<file path="src/sv/rcfk_ram.sv">
// Generic single-write, single-read RAM with registered read data.
module rcfk_ram #(
   parameter int WIDTH = 32,
   parameter int DEPTH = 96
) (
   input  logic                     clock,
   input  logic                     we,
   input  logic [$clog2(DEPTH)-1:0] waddr,
   input  logic [WIDTH-1:0]         wdata,
   input  logic [$clog2(DEPTH)-1:0] raddr,
   output logic [WIDTH-1:0]         rdata
);
   logic [WIDTH-1:0] mem_ff [DEPTH];

   always_ff @(posedge clock) begin
      if (we) begin
         mem_ff[waddr] <= wdata;
      end
      rdata <= mem_ff[raddr];
   end
endmodule

</file>
<file path="config.mk">
export PLATFORM = sky130hd
export DESIGN_NAME = rcfk_ram
export DESIGN_NICKNAME = d
export VERILOG_FILES = /design/src/sv/rcfk_ram.sv
export SDC_FILE = /design/constraint.sdc
export NUM_CORES = 2
export LEC_CHECK = 0
export BUFFER_PORTS_ARGS = -buffer_cell sky130_fd_sc_hd__buf_2
export CAP_MARGIN = 20
export CORE_UTILIZATION = 35
export DETAILED_ROUTE_END_ITERATION = 10
export PLACE_DENSITY_LB_ADDON = 0.1
export SLEW_MARGIN = 30
export SYNTH_ARGS = -nofsm -noshare
export SYNTH_HDL_FRONTEND = slang
export SYNTH_SLANG_ARGS = --single-unit
</file>
<file path="constraint.sdc">
create_clock -name clock -period 9.58 [get_ports clock]
set_clock_uncertainty 0.05 [all_clocks]
set_input_delay 0.958 -clock clock [delete_from_list [all_inputs] [get_ports clock]]
set_output_delay 0.958 -clock clock [all_outputs]
set_load 0.01 [all_outputs]
</file>
==> run metrics <==
Post-CTS Resized=0; DP HPWL=235800 µm; Yosys reg bits=3104; max-slew violation count=0; Layout Cells excl Fill=10510; Final Setup Violations=0; run status=complete, no violations; Crit Path Category=primary input to register; die area=0.3403 mm²; worst slew pin tran=between 1 and 1.5 ns; # Max-Cap Violations=0; fill count=29590; Worst Path Buf+Inv=4; pin count of the biggest net entering global routing=93; die height=583.4 µm; Antenna Violating Nets Remaining=0; DRT iter0 DRCs=between 6000 and 7000; Port Buffer Count=79; post-synthesis compound-gate area fraction=2.794%; post-DR vias/cell=5.611; setup repair bufs after CTS=0; Hold Path Class=primary input to register; min Tclk post-route=5.158 ns; Routed WL per cell=approximately 38 µm; setup TNS=0 ns; unrepaired setup endpoints after global routing=false; largest family of logic cells by synthesized area=multiplexers; total congestion overflow=0; Post-Synth Adder-Cell Area=0%; final layout net count=5721; Post-synth EDFFs=3072; CTS tree=built; hold path depth=1; Initial Utilization=35.15%; Post-synth top flop=edfxtp_1; family with the most delay on the worst path=buffers and inverters; Max clock buf depth=4; Mapped Avg Cell Area=22.41 µm²; Worst IR Drop VDD=143.5 µV; clock sinks=3104; Worst path max stage delay=0.72 ns; final hold vios=0; # rows=around 210; CP Cell Sequence=buf_12 > buf_16 > buf_4 > buf_4 > mux4_2 > mux2i_1 > o22ai_1 > or4_1 > a21oi_1 > o221ai_1; Simple-Gate Fraction of Synth Area=1.730%; Tot Pwr=29390 µW; met2 wire len=188900 µm; # IOs=80; post-synthesis sequential area ratio=78.52%; detailed-routing wirelength on met1=around 170000 µm; routability congestion estimate=0.8353; yosys warns=0; post-synth top area share=77.98%; Area growth, synth to finish=15.55%; drt first pass iters=6; highest clock rate=193.9 MHz; Lkg Pwr=0.04256 µW; DR top layer=met5; XOR/XNOR Fraction of Synth Area=0%; core area=0.3366 mm²; worst r2r path cells=6; most common cell after layout, fill and taps aside=edfxtp_1; Worst setup EP type=register; Skew-Pair Late Insertion Delay=roughly 0.97 ns; Max H-tree Level=5; Yosys cell types=55; share of cells above drive strength 1=27.50%; cell repeated most along the worst path=buf_4; Worst Path Max Fanout=57; Syn Nets=5327; area leader, netlist=edfxtp_1; dpl cells=between 9000 and 10000; vias in the first global route=a little under 60000; gr usage total=23.48%; Tcrit/Tclk final=53.84%; mux share of post-synthesis cell area=15.49%; cts hold-fix bufs=0; ys async rst share=0%; clk root buf=clkbuf_16; global-route wire length before repair=between 500000 and 600000 µm; Worst-path clk slew=0.06 ns; initial antenna violation count=46; Die X=~600 µm; final wirelength=401300 µm; total number of vias=58980; top cells by area, synth=edfxtp_1 78%, mux4_2 13%, mux2i_1 2.5%; Mapped Area=0.1183 mm²; met3 routed WL=24290 µm; Worst EP required=10.28 ns; commonest non-fill, non-tap cells in the layout=3072 x edfxtp_1, 670 x mux4_2, 348 x clkbuf_16, 297 x mux2i_1, 260 x buf_4; slew margin rel.=between 20 and 30%; Cell Pwr Density=about 220 mW/mm²; startpoint type of the worst setup path=primary input; slowest CP cell=a21oi_1; Syn Inst Count=5279; CTS Buf Count=343; Critical Path AT=between 5 and 6 ns; Levels on crit path=10; Final Util=40.61%; DRC=0
cell type report:
cell class                      count  area, µm²  area share, %
Clock inverter                    182       1508          1.103
Sequential cell                  3104      92890          67.95
Timing Repair Buffer              326       2618          1.915
Clock buffer                      435       9165          6.705
Multi-Input combinational cell   1895      24720          18.08
Tap cell                         4515       5649          4.133
Antenna cell                       53      132.6        0.09702
Inverter                            3      13.76        0.01007
metrics by stage:
step / area [µm²] / hold slack (ns) / worst slack [ns]
after floorplan: 118300 / 0.5976 / 5.377
after global placement: 125500 / 0.7555 / 3.458
after detailed placement: 125800 / 0.7625 / 3.428
after CTS: 136500 / 0.1552 / 4.440
after global routing: 136700 / 0.1874 / 4.347
final: 136700 / 0.2260 / 4.422
report_power, final:
group / internal (µW) / leakage, µW / switching (µW) / total, µW
clock network: 7260 / 0.00523 / 5500 / 12800
logic: 477 / 0.00944 / 1080 / 1560
registers: 15000 / 0.0279 / 78.7 / 15100
routing by layer:
layer	global-route usage, %	vias to the layer above
li1	-	23380
met1	33.39	33010
met2	37.06	2082
met3	3.390	507
met4	7.926	6
met5	0	-
final timing paths:
check	startpoint	to	slack (ns)
min	wdata[28]	mem_ff[38][28]	0.23
max	raddr[0]	rdata[7]	4.42
min reg2reg	mem_ff[9][15]	rdata[15]	0.78
max reg2reg	mem_ff[47][7]	rdata[7]	5.99
cells by family (layout without fill, tap and decap cells):
| group | after synthesis | in the layout |
|---|---|---|
| multiplexers | 991 | 991 |
| other | 0 | 53 |
| flip-flops | 3104 | 3104 |
| AND/OR/NAND/NOR | 437 | 437 |
| AO/OA/AOI/OAI | 467 | 467 |
| buffers and inverters | 280 | 946 |
sequential cells by signal, indices dropped and copies added (netlist names):
name    flops
mem_ff   3072
rdata      32
cells in the mapped netlist, types with 15 or more instances:
cell and n:
a211oi_1 27, a21oi_1 60, a221oi_1 41, a22o_1 31
a22oi_1 126, buf_1 17, buf_2 65, buf_4 42
buf_6 51, clkbuf_1 97, dfxtp_1 32, edfxtp_1 3072
mux2_2 21, mux2i_1 300, mux4_2 670, nand2_1 97
nand3_1 68, nor2_1 132, nor2b_1 34, nor3_1 36
o21ai_0 17, o21ai_1 15, o221ai_1 17, o22ai_1 87
(Power assumes the default switching activity.)
